[src/design/gyds_pkg.sv]
// Shared types and constants for the grid y-derivative stencil.
`timescale 1ns / 1ps
package gyds_pkg;

  // Grid geometry and line buffer sizing
  localparam int MAX_ROW_LEN = 1024;
  localparam int COL_W       = $clog2(MAX_ROW_LEN);
  localparam int ROW_W       = 16;
  localparam int LEN_W       = 11;

  // Job queue between front and back
  localparam int QDEPTH = 4;
  localparam int QPTR_W = $clog2(QDEPTH);
  localparam int QCNT_W = $clog2(QDEPTH + 1);

  // Configuration register indexes
  localparam int CFG_IDX_W = 2;
  localparam logic [CFG_IDX_W-1:0] REG_ROW_LENGTH      = 2'd0;
  localparam logic [CFG_IDX_W-1:0] REG_ROW_COUNT       = 2'd1;
  localparam logic [CFG_IDX_W-1:0] REG_INVERSE_SPACING = 2'd2;
  localparam int CFG_DATA_W = 32;

  // Reset values of the configuration registers
  localparam logic [LEN_W-1:0] ROW_LENGTH_RST      = 11'd1024;
  localparam logic [ROW_W-1:0] ROW_COUNT_RST       = 16'd2;
  localparam logic [31:0]      INVERSE_SPACING_RST = 32'd42950;

  // Input item
  typedef struct packed {
    logic signed [31:0] sample;
    logic [23:0]        map_scale;
    logic               is_missing;
  } in_t;

  // Result item
  typedef struct packed {
    logic signed [63:0] derivative;
    logic               result_missing;
    logic [15:0]        out_row;
    logic [9:0]         out_col;
    logic               last;
  } out_t;

  // One grid value with its missing flag
  typedef struct packed {
    logic               miss;
    logic signed [31:0] value;
  } point_t;

  // One line buffer word: older row, newer row, newer row's scale
  typedef struct packed {
    point_t      low;
    point_t      up;
    logic [23:0] scale;
  } line_word_t;

  localparam int LINE_W = $bits(line_word_t);

  // Work for the back end: first result (a) and optional top-row result (b)
  typedef struct packed {
    point_t             cur;
    point_t             a_lo;
    point_t             b_lo;
    logic [24:0]        s_a;
    logic [24:0]        s_b;
    logic [ROW_W-1:0]   row;
    logic [COL_W-1:0]   col;
    logic               two;
  } job_t;

  // Front to queue push
  typedef struct packed {
    logic push;
    job_t job;
  } push_t;

endpackage

[src/design/gyds_back.sv]
// Back end: difference, scale and rounding on one shared multiplier.
`timescale 1ns / 1ps
module gyds_back import gyds_pkg::*; (
  input  logic        clk,
  input  logic        rst,
  input  logic [31:0] inverse_spacing,
  input  logic        q_empty,
  input  job_t        q_head,
  output logic        pop,
  output logic        out_valid,
  input  logic        out_ready,
  output out_t        out_item
);

  localparam logic [3:0] ST_IDLE = 4'd0;
  localparam logic [3:0] ST_DIFF = 4'd1;
  localparam logic [3:0] ST_ABS  = 4'd2;
  localparam logic [3:0] ST_M1   = 4'd3;
  localparam logic [3:0] ST_M2   = 4'd4;
  localparam logic [3:0] ST_M3   = 4'd5;
  localparam logic [3:0] ST_SUM  = 4'd6;
  localparam logic [3:0] ST_NEG  = 4'd7;
  localparam logic [3:0] ST_FIN  = 4'd8;

  logic [3:0]  state;
  logic        second;
  job_t        job;

  // Working registers
  logic signed [32:0] diff;
  logic               miss;
  logic [24:0]        s_cur;
  logic [ROW_W-1:0]   row_cur;
  logic               neg;
  logic [31:0]        mag;
  logic [56:0]        prod_a;
  logic [63:0]        p_lo;
  logic [56:0]        p_hi;
  logic [60:0]        r_mag;
  logic [63:0]        res;

  logic [31:0] mul_x;
  logic [31:0] mul_y;
  logic [63:0] mul_p;
  point_t      hi_pt;
  logic        load_out;

  assign pop      = (state == ST_IDLE) && !q_empty;
  assign load_out = (state == ST_FIN) && (!out_valid || out_ready);
  assign hi_pt    = job.cur;

  // Shared multiplier operand select
  always_comb begin
    unique case (state)
      ST_M1: begin
        mul_x = mag;
        mul_y = {7'd0, s_cur};
      end
      ST_M2: begin
        mul_x = prod_a[31:0];
        mul_y = inverse_spacing;
      end
      default: begin
        mul_x = {7'd0, prod_a[56:32]};
        mul_y = inverse_spacing;
      end
    endcase
    mul_p = 64'(mul_x) * 64'(mul_y);
  end

  // Sequencer
  always_ff @(posedge clk) begin
    if (rst) begin
      state     <= ST_IDLE;
      second    <= 1'b0;
      out_valid <= 1'b0;
    end else begin
      if (load_out) begin
        out_valid <= 1'b1;
      end else if (out_ready) begin
        out_valid <= 1'b0;
      end
      unique case (state)
        ST_IDLE: begin
          if (!q_empty) begin
            second <= 1'b0;
            state  <= ST_DIFF;
          end
        end
        ST_DIFF: state <= ST_ABS;
        ST_ABS:  state <= ST_M1;
        ST_M1:   state <= ST_M2;
        ST_M2:   state <= ST_M3;
        ST_M3:   state <= ST_SUM;
        ST_SUM:  state <= ST_NEG;
        ST_NEG:  state <= ST_FIN;
        ST_FIN: begin
          if (load_out) begin
            if (job.two && !second) begin
              second <= 1'b1;
              state  <= ST_DIFF;
            end else begin
              state <= ST_IDLE;
            end
          end
        end
        default: state <= ST_IDLE;
      endcase
    end
  end

  // Datapath
  always_ff @(posedge clk) begin
    if (pop) begin
      job <= q_head;
    end
    if (state == ST_DIFF) begin
      if (second) begin
        diff    <= {hi_pt.value[31], hi_pt.value} - {job.b_lo.value[31], job.b_lo.value};
        miss    <= hi_pt.miss || job.b_lo.miss;
        s_cur   <= job.s_b;
        row_cur <= job.row;
      end else begin
        diff    <= {hi_pt.value[31], hi_pt.value} - {job.a_lo.value[31], job.a_lo.value};
        miss    <= hi_pt.miss || job.a_lo.miss;
        s_cur   <= job.s_a;
        row_cur <= job.row - ROW_W'(1);
      end
    end
    if (state == ST_ABS) begin
      neg <= diff[32];
      mag <= diff[32] ? 32'(-diff) : diff[31:0];
    end
    if (state == ST_M1) begin
      prod_a <= mul_p[56:0];
    end
    if (state == ST_M2) begin
      p_lo <= mul_p;
    end
    if (state == ST_M3) begin
      p_hi <= mul_p[56:0];
    end
    // Drop 29 fraction bits, round half away from zero on the magnitude
    if (state == ST_SUM) begin
      r_mag <= {1'b0, p_hi, 3'b000} + {26'd0, p_lo[63:29]} + {60'd0, p_lo[28]};
    end
    if (state == ST_NEG) begin
      res <= neg ? (64'd0 - {3'd0, r_mag}) : {3'd0, r_mag};
    end
    if (load_out) begin
      out_item.derivative     <= miss ? '0 : res;
      out_item.result_missing <= miss;
      out_item.out_row        <= row_cur;
      out_item.out_col        <= job.col;
      out_item.last           <= second || !job.two;
    end
  end

endmodule

[config.mk]
export PLATFORM = sky130hd
export DESIGN_NAME = gyds_back
export DESIGN_NICKNAME = d
export VERILOG_FILES = /design/src/design/gyds_pkg.sv /design/src/design/gyds_back.sv
export SDC_FILE = /design/constraint.sdc
export NUM_CORES = 2
export LEC_CHECK = 0
export BUFFER_PORTS_ARGS = -buffer_cell sky130_fd_sc_hd__buf_2
export CAP_MARGIN = 20
export CORE_MARGIN = 1
export CORE_UTILIZATION = 30
export DETAILED_ROUTE_END_ITERATION = 8
export GPL_TIMING_DRIVEN = 0
export MAX_ROUTING_LAYER = met4
export PLACE_DENSITY = 0.44
export SLEW_MARGIN = 20
export SYNTH_ARGS = -nofsm -noshare
export SYNTH_HDL_FRONTEND = slang
export SYNTH_SLANG_ARGS = --single-unit
[constraint.sdc]
create_clock -name clk -period 13.89 [get_ports clk]
set_clock_uncertainty 0.1 [all_clocks]
set_input_delay 2.778 -clock clk [delete_from_list [all_inputs] [get_ports clk]]
set_output_delay 2.778 -clock clk [all_outputs]
set_load 0.02 [all_outputs]
==> out/qor.yml <==
rsz0062_at_grt: "false"
startpoint_type: "flip-flop"
worstReg2RegEnd: "p_lo[60]"
wire_per_inst_um: 24.5
synth.most_common_cell: "inv_1"
tightest_slew_ns: 1.19
numCtsBuffers: 79
die_w_um: 449
critPathMaxStageDelay_ns: 0.87
slew_headroom_pct: 20.9
grt_max_degree: 36
postCtsSetupBuffers: 0
io_pins: 306
holdPathStages: 0
path_common_cell: "fa_1"
drtIter0Drc: 3301
outcome: "complete, no violations"
yosys.area.top_type: "edfxtp_1"
cts-root-buf: "clkbuf_16"
grt_use_total_pct: 21.9
core_area_mm2: 0.198
critPathKind: "reg2reg"
hold_viol_final: 0
overflow: 0
avgViaCountPerCell: 4.80
worstPathArrival_ns: 13.22
cap_violations: 0
finalCritPeriodShare_pct: 92.8
ys_warn_count: 0
cp-end-kind: "flip-flop"
yosysUniqueCellTypes: 75
clk-insertion-delay-late_ns: 0.71
gp_congestion: 0.991
die_area_mm2: 0.202
timing.final.crit_period_ns: 12.89
ys_seq_area_share_pct: 32.6
reg2reg_depth: 31
start_util_pct: 30.3
synthToLayoutAreaGrowth_pct: 14.1
synthTopCellsByArea: "edfxtp_1 (32%), fa_1 (30%), ha_1 (6.9%)"
drc: 0
finalNonFillerCells: 8796
netlist_instances: 5639
num_rows: 163
async_reset_ff_share_pct: 0
clockBufferDepth: 3
yosys_most_used_dff: "edfxtp_1"
max_freq_mhz: 77.6
fp.dieH_um: 449
htreeDepth: 3
ys_top_cells_by_count: "inv_1 (924), fa_1 (897), nor2_1 (722)"
worstHoldEndpoint: "out_item[17]"
grt_pass1_wl_um: 310000
first_pass_iters: 6
cts_tree: "yes"
drive_gt1_share_pct: 9.66
grt_antenna_before_repair: 22
portBuffers: 305
place_worst_setup_slack_ns: 0.817
grt_pass1_vias: 44000
drv_slew: 0
reg2reg_slack_ns: 1.00
vias: 42200
drt_wl_total_um: 216000
setup_ws_ns: 1.00
placed_cells: 8634
timing.critical_path.required_ns: 14.22
avgSynthCellArea_um2: 10.6
postRouteAntennaNets: 0
cp_slowest_cell: "clkbuf_1"
final_nets: 7516
min-delay-start: "row_cur[6]"
crit_path_max_fanout: 10
crit_start: "state[0]"
hold_buffers: 0
setup_viol: 0
hpwl_um: 184000
yosys.area.top_type_share_pct: 32.4
synth_edf_count: 647
hold_class: "reg2reg"
reg2reg_from: "state[0]"
synth_nets: 7080
cts_sinks: 653
syn-cell-area_mm2: 0.0599
ctsResizeCount: 0
ys_ff_latch: 653
cts.clk_slew.worst_paths_ns: 0.06
cell families after synthesis:
logic type	Yosys count	synth area share (%)
mux	83	1.44
flops	653	32.6
simple gates	1725	12.1
compound gates	563	6.13
xor+xnor	248	3.63
buf+inv	1138	7.14
fa+ha+maj	1229	36.9
final cells by class:
type | count | area (um2)
Antenna cell | 18 | 45.0
Tap cell | 2640 | 3300
Buffer | 213 | 817
Multi-Input combinational cell | 3848 | 36300
Sequential cell | 653 | 19500
Clock buffer | 96 | 2040
Clock inverter | 48 | 513
Fill cell | 20200 | 129000
Inverter | 925 | 3470
Timing Repair Buffer | 355 | 2270
placed cells by master, fill, tap and decap left out, types with 15 or more instances in the layout:
cell | Yosys | layout
and2_1 | 17 | 17
fa_1 | 897 | 897
clkbuf_16 | 0 | 79
nand2b_1 | 23 | 23
nor2b_1 | 79 | 79
inv_1 | 924 | 924
o21ai_0 | 108 | 108
nand4_1 | 34 | 34
a211oi_1 | 16 | 16
mux2i_1 | 57 | 40
clkbuf_1 | 201 | 213
a22oi_1 | 27 | 27
a31oi_1 | 15 | 15
xnor2_1 | 178 | 177
o31ai_1 | 28 | 28
ha_1 | 332 | 332
a21oi_1 | 153 | 132
buf_2 | 0 | 308
o21a_1 | 20 | 20
diode_2 | 0 | 18
a21o_1 | 81 | 81
xor2_1 | 70 | 69
nand2_1 | 673 | 673
nor2_1 | 722 | 717
o21bai_1 | 20 | 20
a22o_1 | 26 | 26
or2_2 | 22 | 22
or3_1 | 20 | 20
nor3_1 | 33 | 30
mux2_2 | 26 | 26
nand3_1 | 45 | 45
a21oi_2 | 0 | 21
buf_6 | 0 | 16
edfxtp_1 | 647 | 647
critical path, delay by kind of cell, from the launching register on:
family	cells	cell delay, ns
adder cells (fa/ha/maj)	9	4.31
XOR/XNOR	1	0.14
AO/OA/AOI/OAI	4	1.88
buffers and inverters	8	3.16
flip-flops	1	0.43
AND/OR/NAND/NOR	9	2.58
flip-flops by register name, indices dropped and copies added (netlist names):
register   flops
job          143
out_item      90
res           62
r_mag         61
p_hi          57
prod_a        57
p_lo          36
diff          33
hi_pt         33
mag           32
s_cur         25
row_cur       16
state          4
miss           1
neg            1
out_valid      1
second         1
layer usage:
layer,global-route usage (%),routed length [um],up-vias,part of all wire [%]
met5,-,0,-,0
met4,8.15,9100,0,4.2
met3,3.08,13200,324,6.1
met2,35.0,101000,1538,47
met1,28.2,92600,21400,43
li1,-,-,18900,-
through the flow:
stage	utilization, %	setup TNS (ns)	hold slack, ns	cell area, um2
after floorplan	-	0	0.300	59900
after global placement	32.7	-126.74	0.301	64700
after detailed placement	33.2	0	0.305	65700
after CTS	34.5	0	0.311	68300
after global routing	34.5	0	0.318	68300
final	34.5	0	0.311	68300
how the worst max path moves through the flow:
stage and to:
2_1_floorplan pop, 3_3_place_gp pop, 3_5_place_dp p_lo[60], 4_1_cts p_lo[60], 5_1_grt p_lo[60], 6_report p_lo[60]
Power is left out: the tool's default activity adds up to more than one toggle a clock period on the data nets, which glitch-free logic cannot reach.
