==> src/design/gyds_pkg.sv <==
// Shared types and constants for the grid y-derivative stencil.
`timescale 1ns / 1ps
package gyds_pkg;

  // Grid geometry and line buffer sizing
  localparam int MAX_ROW_LEN = 1024;
  localparam int COL_W       = $clog2(MAX_ROW_LEN);
  localparam int ROW_W       = 16;
  localparam int LEN_W       = 11;

  // Job queue between front and back
  localparam int QDEPTH = 4;
  localparam int QPTR_W = $clog2(QDEPTH);
  localparam int QCNT_W = $clog2(QDEPTH + 1);

  // Configuration register indexes
  localparam int CFG_IDX_W = 2;
  localparam logic [CFG_IDX_W-1:0] REG_ROW_LENGTH      = 2'd0;
  localparam logic [CFG_IDX_W-1:0] REG_ROW_COUNT       = 2'd1;
  localparam logic [CFG_IDX_W-1:0] REG_INVERSE_SPACING = 2'd2;
  localparam int CFG_DATA_W = 32;

  // Reset values of the configuration registers
  localparam logic [LEN_W-1:0] ROW_LENGTH_RST      = 11'd1024;
  localparam logic [ROW_W-1:0] ROW_COUNT_RST       = 16'd2;
  localparam logic [31:0]      INVERSE_SPACING_RST = 32'd42950;

  // Input item
  typedef struct packed {
    logic signed [31:0] sample;
    logic [23:0]        map_scale;
    logic               is_missing;
  } in_t;

  // Result item
  typedef struct packed {
    logic signed [63:0] derivative;
    logic               result_missing;
    logic [15:0]        out_row;
    logic [9:0]         out_col;
    logic               last;
  } out_t;

  // One grid value with its missing flag
  typedef struct packed {
    logic               miss;
    logic signed [31:0] value;
  } point_t;

  // One line buffer word: older row, newer row, newer row's scale
  typedef struct packed {
    point_t      low;
    point_t      up;
    logic [23:0] scale;
  } line_word_t;

  localparam int LINE_W = $bits(line_word_t);

  // Work for the back end: first result (a) and optional top-row result (b)
  typedef struct packed {
    point_t             cur;
    point_t             a_lo;
    point_t             b_lo;
    logic [24:0]        s_a;
    logic [24:0]        s_b;
    logic [ROW_W-1:0]   row;
    logic [COL_W-1:0]   col;
    logic               two;
  } job_t;

  // Front to queue push
  typedef struct packed {
    logic push;
    job_t job;
  } push_t;

endpackage

==> src/design/gyds_fifo.sv <==
// Short job queue between the front and back ends.
`timescale 1ns / 1ps
module gyds_fifo import gyds_pkg::*; (
  input  logic              clk,
  input  logic              rst,
  input  push_t             q_push,
  input  logic              pop,
  output job_t              head,
  output logic [QCNT_W-1:0] count
);

  job_t              entries [QDEPTH];
  logic [QPTR_W-1:0] wptr;
  logic [QPTR_W-1:0] rptr;

  assign head = entries[rptr];

  // Pointers and fill count
  always_ff @(posedge clk) begin
    if (rst) begin
      wptr  <= '0;
      rptr  <= '0;
      count <= '0;
    end else begin
      if (q_push.push) begin
        wptr <= wptr + QPTR_W'(1);
      end
      if (pop) begin
        rptr <= rptr + QPTR_W'(1);
      end
      count <= count + QCNT_W'(q_push.push) - QCNT_W'(pop);
    end
  end

  // Storage
  always_ff @(posedge clk) begin
    if (q_push.push) begin
      entries[wptr] <= q_push.job;
    end
  end

endmodule

==> config.mk <==
export PLATFORM = sky130hd
export DESIGN_NAME = gyds_fifo
export DESIGN_NICKNAME = d
export VERILOG_FILES = /design/src/design/gyds_pkg.sv /design/src/design/gyds_fifo.sv
export SDC_FILE = /design/constraint.sdc
export NUM_CORES = 1
export LEC_CHECK = 0
export BUFFER_PORTS_ARGS = -buffer_cell sky130_fd_sc_hd__buf_4
export CORE_MARGIN = 5
export CORE_UTILIZATION = 45
export CTS_CLUSTER_SIZE = 10
export DETAILED_ROUTE_END_ITERATION = 10
export GPL_TIMING_DRIVEN = 0
export PLACE_DENSITY = 0.65
export SETUP_SLACK_MARGIN = 0.15
export SYNTH_ARGS = -nofsm -noshare
export SYNTH_HDL_FRONTEND = slang
export SYNTH_SLANG_ARGS = --single-unit
==> constraint.sdc <==
create_clock -name clk -period 7.3 [get_ports clk]
set_input_delay 1.46 -clock clk [delete_from_list [all_inputs] [get_ports clk]]
set_output_delay 1.46 -clock clk [all_outputs]
set_load 0.01 [all_outputs]
==> results of run 1 <==
==> report_power, final <==
group / switching [W] / internal, W
Sequential: 0.0000387 / 0.00471
Combinational: 0.000489 / 0.000510
Clock: 0.00147 / 0.00206
Total: 0.00200 / 0.00729
==> layout by cell type, fill, tap and decap left out, types with 2 or more instances in the layout <==
| cell | instances |
|---|---|
| clkbuf_1 | 12 |
| inv_6 | 2 |
| clkinv_8 | 2 |
| buf_6 | 17 |
| buf_2 | 19 |
| buf_4 | 358 |
| ha_1 | 6 |
| inv_1 | 6 |
| edfxtp_1 | 704 |
| clkinv_1 | 3 |
| buf_16 | 12 |
| xnor2_1 | 2 |
| mux4_2 | 176 |
| nor2b_1 | 2 |
| diode_2 | 2 |
| dfxtp_1 | 9 |
| inv_16 | 2 |
| clkbuf_16 | 82 |
| and2_4 | 4 |
| nor2_1 | 5 |
==> metal layers <==
metal | vias to the layer above | routed length [um]
li1 | 5059 | -
met4 | 4 | 926
met5 | - | 23
met2 | 318 | 27010
met3 | 59 | 3710
met1 | 6167 | 21010
==> cell type report <==
class | instances | share of cell area
Clock buffer | 91 | 0.06534
Antenna cell | 2 | 0.0001560
Inverter | 6 | 0.0007022
Multi-Input combinational cell | 201 | 0.1309
Timing Repair Buffer | 370 | 0.09409
Buffer | 40 | 0.009401
Tap cell | 756 | 0.02949
Sequential cell | 713 | 0.6647
Clock inverter | 12 | 0.005188
==> worst paths after layout <==
check | from | to | slack, ns | depth (start not counted)
worst min register to register | rptr[0]$_SDFFE_PP0P_ | rptr[1]$_SDFFE_PP0P_ | 0.53 | 2
worst max-delay path | register | head[71] | 3.02 | 5
worst min-delay path | rptr[0]$_SDFFE_PP0P_ | rptr[1]$_SDFFE_PP0P_ | 0.53 | 2
worst max register to register | wptr[0]$_SDFFE_PP0P_ | entries[1][159]$_DFFE_PP_ | 5.04 | 4
==> per-stage QoR <==
step           setup TNS, ns    util  setup WS (ns)  instances  total power [W]
2_1_floorplan              0       -          1.281        960         0.005355
3_3_place_gp        -1687.53  0.5206         -2.445       2074         0.005880
5_1_grt                    0  0.5666          2.845       2190         0.009676
6_report                   0  0.5666          3.024       2191         0.009288
4_1_cts                    0  0.5666          2.867       2189         0.009437
3_5_place_dp               0  0.5266          3.546       2086         0.005860
==> logic make-up (layout without fill, tap and decap cells) <==
family | count (synthesis) | count (layout) | share of synthesized area
AOI/OAI and AO/OA | 2 | 2 | 0.0005810
and+or+nand+nor | 12 | 12 | 0.002470
other | 0 | 2 | 0
buffers and inverters | 46 | 519 | 0.01254
xor gates and xnor gates | 3 | 3 | 0.001598
muxes | 177 | 177 | 0.1538
adders and majority gates | 7 | 7 | 0.003681
DFF | 713 | 713 | 0.8253
==> sequential cells by signal, indices dropped and copies added, names as in the netlist, named ones only <==
name     flops
wptr         2
rptr         2
count        3
entries    704
==> worst min-delay path: stages (launching register included) <==
cell	delay, ns
dfxtp_1	0.32
nand3b_1	0.08
a21oi_1	0.07
==> results by group, run 1 <==
Timing
  • Max_slew headroom: 0.3827
  • Worst Tran Pin Value: 0.9260 ns
  • Final setup violating endpoints: 0
  • Slew Limit Fails: 0
  • Worst hold slack: 0.5319 ns
  • Worst Skew: 0.02403 ns
  • Min cycle time layout: 4.276 ns
  • Period utilisation layout: 0.5857
  • Fmax: 0.2339 GHz
  • Hold Fails Final Rpt: 0
  • RSZ-0062 raised after global routing: false

Synthesis
  • Register area share after synthesis: 0.8253
  • Count leader, synth: edfxtp_1
  • Top_reg_cell synth: edfxtp_1
  • Synth Warn #: 0
  • Syn Nets: 1147
  • Cells after synthesis: 960
  • Leading post-synthesis cells by cell area: edfxtp_1, mux4_2, buf_6
  • Top cells by count, synth: edfxtp_1, mux4_2, buf_2, buf_6, dfxtp_1
  • Asr flop ratio synth: 0
  • Synth cell types: 18
  • Syn_area_per_cell: 26.91 um^2
  • Register bit count reported by yosys: 713
  • Top-area cell type share of the netlist area: 0.8183
  • Synth area leader: edfxtp_1
  • Synthesized area: 0.02583 mm^2
  • EDFF count, synth: 704

Detailed routing
  • DRC Markers: 0
  • Vias per Instance: 5.298
  • Detail Route Antenna Nets: 0
  • DR iter-0 viols: 826
  • DR WL/cell: 24.04 um
  • Vias: 11610
  • Wirelength, routed: 52680 um
  • First-pass iteration count of the detailed router: 4

Clock tree
  • Hold buffers post-CTS: 0
  • # H-tree levels: 3
  • Worst-Skew Late Latency: 0.61 ns
  • PostCTS Resize Cnt: 0
  • Reg clk slew, reported paths: 0.05 ns
  • CTS buffer count: 82
  • Setup Fix Bufs, Post-CTS: 0
  • Clock Path Buffers: 3
  • CTS tree: built
  • Clk sinks: 713
  • Root Driver: clkbuf_16

Global route
  • Met3 Track Usage GR: 0.05237
  • GRT Util Overall: 0.1678
  • Largest net degree at the start of global routing: 55
  • Antenna violations before repair: 3
  • Busiest grt layer: met2
  • Vias in the first global route: 12660
  • Remaining Overflow, GRT: 0
  • Global-route wire length before repair: 79240 um
  • Met2 usage: 0.2784
  • M1 GR Usage: 0.2171

Cells and area
  • Syn-to-layout area delta: 24.16%
  • Final #Nets: 1601
  • Area of the multi-input gates: 0.004199 mm^2
  • Final instance area: 0.03207 mm^2
  • Layout cells sized above 1: 0.4738
  • Fillers: 4170
  • FF/Latch Area: 0.02132 mm^2

Setup path
  • Cells along the critical path: buf_2 > clkbuf_1 > buf_2 > mux4_2 > buf_4
  • Critical path class: reg -> out
  • Worst Path Required: 5.84 ns
  • Critical Path Slowest Stage Cell: clkbuf_1
  • Top Family by Delay on Critical Path: buffers and inverters
  • Most numerous cell on the critical path: buf_2
  • Crit path arrival time: 2.82 ns
  • Startpoint types: register
  • Worst Path Max Fanout: 10
  • Critical Path End Type: output port
  • Worst Path Buf+Inv: 4
  • CP max stage delay: 0.72 ns

Place
  • Placed Instance Area: 0.02981 mm^2
  • Gp weighted congestion: 0.7077
  • Buffers on Ports: 358
  • DPL Wire Length: 33440 um

Power and ir drop
  • LEAKAGE: 10.81 nW
  • PwrDens: 289.6 mW/mm^2
  • Peak VDD IR: 0.1946 mV

Floorplanning
  • Die ar.: 0.06230 mm^2
  • Chip height: 249.6 um
  • Starting Density: 0.4564
  • Ports: 359
  • Die width: 249.6 um
  • Num rows: 87
  • Core Region: 0.05660 mm^2

Run status
  • Status: completed

Job
  • Max_cap viols: 0

Worst hold path
  • Hold Path Class: reg -> reg
Note: power is estimated with default switching activity, not from simulation.
==> run 2: changes to the inputs <==
==> constraint.sdc (replaced) <==
create_clock -name clk -period 4 [get_ports clk]
set_input_delay 0.8 -clock clk [delete_from_list [all_inputs] [get_ports clk]]
set_output_delay 0.8 -clock clk [all_outputs]
set_load 0.01 [all_outputs]
==> results by group, run 2 (synthesized netlist as in run 1, its figures left out) <==
Detailed routing
  • DR iter-0 viols: 533
  • First-pass iteration count of the detailed router: 5
  • DR WL/cell: 24.07 um
  • Wirelength, routed: 52820 um
  • DRC Markers: 0
  • Vias: 11600
  • Detail Route Antenna Nets: 0
  • Vias per Instance: 5.286

Setup path
  • Worst reg2reg startpoint: wptr[0]$_SDFFE_PP0P_
  • R2r setup slk: 1.85 ns
  • Crit path arrival time: 2.74 ns
  • Worst Path Max Fanout: 10
  • R2R cell count: 5
  • Startpoint types: register
  • RR Endpoint: entries[2][104]$_DFFE_PP_
  • Critical path class: reg -> out
  • Critical Path End Type: output port
  • Worst Path Required: 3.20 ns

Cells and area
  • Fillers: 4168
  • Largest reg by FF count: entries
  • Largest regs: entries (704), count (3)
  • Syn-to-layout area delta: 24.14%
  • Layout cells sized above 1: 0.4732
  • Most common cell after layout, fill and taps aside: edfxtp_1
  • Area of the multi-input gates: 0.004199 mm^2
  • Final instance area: 0.03207 mm^2
  • Final #Nets: 1602
  • Largest register FFs: 704
  • FF/Latch Area: 0.02132 mm^2
  • Most frequent cells in the layout: edfxtp_1, buf_4, mux4_2
  • Util after Layout: 0.5666

Worst hold path
  • Hold Path Depth: 1
  • Hold Path Class: in -> reg
  • Worst hold endpoint: entries[2][111]$_DFFE_PP_
  • Worst hold start: q_push[111]

Timing
  • Worst Skew: 0.01225 ns
  • Min cycle time layout: 3.536 ns
  • Max_slew headroom: 0.4348
  • Slew Limit Fails: 0
  • Period utilisation layout: 0.8839
  • RSZ-0062 raised after global routing: false
  • Worst Tran Pin Value: 0.8478 ns
  • Fmax: 0.2828 GHz
  • Final setup violating endpoints: 0
  • Hold Fails Final Rpt: 0

Clock tree
  • Root Driver: clkbuf_16
  • Clk sinks: 713
  • CTS tree: built
  • # H-tree levels: 3
  • Worst-Skew Late Latency: 0.61 ns
  • CTS buffer count: 82
  • Clock Path Buffers: 3
  • Setup Fix Bufs, Post-CTS: 0
  • Reg clk slew, reported paths: 0.05 ns
  • PostCTS Resize Cnt: 0
  • Hold buffers post-CTS: 0

Global route
  • Largest net degree at the start of global routing: 57
  • Global-route wire length before repair: 79490 um
  • Vias in the first global route: 12520
  • Antenna violations before repair: 3
  • Remaining Overflow, GRT: 0
  • GRT Util Overall: 0.1687

Place
  • Buffers on Ports: 358
  • Gp weighted congestion: 0.7043
  • Placed Instance Area: 0.02983 mm^2
  • DPL Wire Length: 33810 um

Power and ir drop
  • Reg power frac: 0.514
  • Int Pwr: 0.01323 W
  • PwrDens: 526.5 mW/mm^2
  • Clock share of power: 0.378
  • LEAKAGE: 10.80 nW
  • Logic pwr share: 0.108
  • Peak VDD IR: 0.3366 mV
  • Psw: 0.003660 W
  • Switching share of total power: 0.2167

Floorplanning
  • Core Region: 0.05660 mm^2
  • Die ar.: 0.06230 mm^2
  • Die width: 249.6 um
  • Num rows: 87
  • Starting Density: 0.4564
  • Chip height: 249.6 um
  • Ports: 359

Job
  • Max_cap viols: 0

Run status
  • Status: completed
run 2: changes by cell type in the layout (fill, tap and decap cells not counted):
cell	change
clkbuf_1	+3
buf_12	+1
bufinv_16	-1
clkbuf_8	-1
clkinv_1	-1
clkinv_4	+1
diode_2	+1
run 2: metal layers:
layer | track usage | vias to the layer above | share of wire
li1 | - | 5048 | -
met1 | 0.2132 | 6099 | 0.38
met2 | 0.2814 | 370 | 0.52
met3 | 0.05518 | 78 | 0.082
met4 | 0.05268 | 2 | 0.022
met5 | 0 | - | 0.00025
run 2: layout make-up:
cell class              instances  share of cell area
clock buffers                  93             0.06527
repair buffers                371             0.09473
inverters                       6           0.0007023
diodes                          3           0.0002341
flip-flops and latches        713              0.6648
well taps                     756             0.02950
multi-input cells             201              0.1309
clock inverters                11            0.004409
plain buffers                  40            0.009403
run 2: power by group through the flow:
stage | clock, W | sequential [W] | combinational (W)
global placement | 0 | 0.00886 | 0.00181
detailed placement | 0 | 0.00882 | 0.00187
finish | 0.00639 | 0.00867 | 0.00182
floorplan | 0 | 0.00883 | 0.000912
global route | 0.00689 | 0.00869 | 0.00197
CTS | 0.00658 | 0.00867 | 0.00188
run 2: how the worst max path moves through the flow:
stage / depth (start not counted) / from / slack (ns) / to
final: 5 / register / 0.46 / head[133]
after global routing: 5 / register / 0.21 / head[133]
after CTS: 5 / register / 0.23 / head[133]
after detailed placement: 5 / register / 0.92 / head[133]
after global placement: 2 / q_push[176] / -1.41 / entries[0][101]$_DFFE_PP_
after floorplan: 1 / q_push[176] / 0.60 / entries[1][0]$_DFFE_PP_
run 2: critical path: stages (launching register included):
cell      delay (ns)
dfxtp_1         0.30
buf_2           0.18
clkbuf_1        0.66
buf_2           0.42
mux4_2          0.39
buf_4           0.17
run 2: per-stage QoR:
step	std cells	worst slack (ns)	power, W	setup TNS [ns]	hold slack, ns
2_1_floorplan	960	0.6008	0.009741	0	0.4918
3_3_place_gp	2074	-1.407	0.01067	-967.30	0.5142
3_5_place_dp	2087	0.9172	0.01070	0	0.5465
4_1_cts	2191	0.2325	0.01714	0	0.3317
5_1_grt	2192	0.2104	0.01755	0	0.3500
6_report	2194	0.4644	0.01689	0	0.3845
==> run 3: changes to the inputs <==
--- a/config.mk
+++ b/config.mk
@@ -7,11 +7,11 @@
 export LEC_CHECK = 0
 export BUFFER_PORTS_ARGS = -buffer_cell sky130_fd_sc_hd__buf_4
 export CORE_MARGIN = 5
-export CORE_UTILIZATION = 45
+export CORE_UTILIZATION = 57
 export CTS_CLUSTER_SIZE = 10
 export DETAILED_ROUTE_END_ITERATION = 10
 export GPL_TIMING_DRIVEN = 0
-export PLACE_DENSITY = 0.65
+export PLACE_DENSITY = 0.79
 export SETUP_SLACK_MARGIN = 0.15
 export SYNTH_ARGS = -nofsm -noshare
 export SYNTH_HDL_FRONTEND = slang
==> results by group, run 3 (synthesized netlist as in run 1, its figures left out) <==
Timing
  • Worst Skew: 0.008584 ns
  • Worst Tran Pin Value: 0.8973 ns
  • Max_slew headroom: 0.4018
  • Period utilisation layout: 0.8952
  • Fmax: 0.2793 GHz
  • Min cycle time layout: 3.581 ns
  • RSZ-0062 raised after global routing: false
  • Final setup violating endpoints: 0
  • Hold Fails Final Rpt: 0
  • Slew Limit Fails: 0

Floorplanning
  • Num rows: 78
  • Die ar.: 0.04968 mm^2
  • Starting Density: 0.5730
  • Chip height: 222.9 um
  • Die width: 222.9 um
  • Core Region: 0.04509 mm^2
  • Ports: 359

Cells and area
  • Largest reg by FF count: entries
  • Largest register FFs: 704
  • Most frequent cells in the layout: edfxtp_1, buf_4, mux4_2
  • Layout cells sized above 1: 0.4739
  • Largest regs: entries (704), count (3)
  • Syn-to-layout area delta: 23.85%
  • Final #Nets: 1605
  • Final non-filler cell total: 2040
  • Most common cell after layout, fill and taps aside: edfxtp_1
  • Util after Layout: 0.7096

Clock tree
  • Reg clk slew, reported paths: 0.05 ns
  • Setup Fix Bufs, Post-CTS: 0
  • Worst-Skew Late Latency: 0.60 ns
  • Clk sinks: 713
  • Clock Path Buffers: 3
  • CTS buffer count: 82
  • Hold buffers post-CTS: 0
  • CTS tree: built
  • # H-tree levels: 3
  • Root Driver: clkbuf_16
  • PostCTS Resize Cnt: 0

Detailed routing
  • DR iter-0 viols: 1047
  • First-pass iteration count of the detailed router: 5
  • Vias: 12090
  • Detail Route Antenna Nets: 0
  • Wirelength, routed: 55670 um
  • DRC Markers: 0
  • DR WL/cell: 27.29 um
  • Vias per Instance: 5.925

Global route
  • Largest net degree at the start of global routing: 44
  • GRT Util Overall: 0.2257
  • M1 GR Usage: 0.2867
  • Global-route wire length before repair: 83010 um
  • Met2 usage: 0.3743
  • Met3 Track Usage GR: 0.08303
  • Remaining Overflow, GRT: 0
  • Antenna violations before repair: 6
  • Vias in the first global route: 12920
  • Busiest grt layer: met2

Power and ir drop
  • PwrDens: 534.1 mW/mm^2
  • Reg power frac: 0.509
  • Psw: 0.003664 W
  • Total power: 0.01709 W
  • Int Pwr: 0.01342 W
  • Clock share of power: 0.383
  • Peak VDD IR: 0.6183 mV
  • LEAKAGE: 10.86 nW
  • Switching share of total power: 0.2144
  • Logic pwr share: 0.109

Job
  • Max_cap viols: 0

Place
  • Gp weighted congestion: 0.7215
  • DPL Wire Length: 32880 um
  • Buffers on Ports: 358
  • Placed Instances: 1934

Setup path
  • Startpoint types: register
  • Worst Path Max Fanout: 10
  • Critical path class: reg -> out
  • Critical Path End Type: output port
  • Worst Path Required: 3.20 ns
  • Crit path arrival time: 2.78 ns

Worst hold path
  • Hold Path Class: in -> reg

Run status
  • Status: completed
[run 3: final timing paths]
| kind | slack, ns | depth (start not counted) | endpoint | start |
|---|---|---|---|---|
| max | 0.42 | 5 | head[98] | register |
| min | 0.39 | 1 | entries[0][100]$_DFFE_PP_ | q_push[100] |
| max reg2reg | 1.85 | 6 | entries[0][144]$_DFFE_PP_ | wptr[0]$_SDFFE_PP0P_ |
| min reg2reg | 0.56 | 2 | wptr[1]$_SDFFE_PP0P_ | wptr[1]$_SDFFE_PP0P_ |
[run 3: critical path, cell delays in order (launching register included)]
cell      delay [ns]
dfxtp_1         0.30
buf_2           0.18
clkbuf_1        0.70
buf_2           0.44
mux4_2          0.38
buf_4           0.17
[run 3: through the flow]
stage	cell area [um^2]	hold WS, ns	setup WS, ns	TNS, ns
final	31990	0.3925	0.4193	0
after global routing	31990	0.3531	0.1996	0
after global placement	29280	0.5083	-1.230	-850.66
after CTS	31990	0.3495	0.3231	0
after floorplan	25840	0.4918	0.6008	0
after detailed placement	29710	0.5268	0.9934	0
[run 3: final cells by class]
| cell class | instances | area (um^2) |
|---|---|---|
| sequential | 713 | 21320 |
| fill | 2514 | 13090 |
| multi-input combinational | 201 | 4199 |
| timing repair buffer | 374 | 3120 |
| clock buffer | 96 | 2147 |
| tap | 600 | 750.7 |
| buffer | 40 | 301.5 |
| clock inverter | 9 | 130.1 |
| inverter | 6 | 22.52 |
| antenna | 1 | 2.502 |
[run 3: routing by layer]
metal | wire length (um) | vias to the layer above
li1 | - | 5051
met1 | 19800 | 6298
met2 | 28580 | 610
met3 | 5721 | 119
met4 | 1509 | 10
met5 | 61 | -
[run 3: power groups by stage]
stage | registers (W) | logic [W] | clock network [W]
global placement | 0.00886 | 0.00176 | 0
CTS | 0.00869 | 0.00189 | 0.00667
detailed placement | 0.00883 | 0.00186 | 0
finish | 0.00869 | 0.00186 | 0.00654
floorplan | 0.00883 | 0.000912 | 0
global route | 0.00871 | 0.00198 | 0.00701
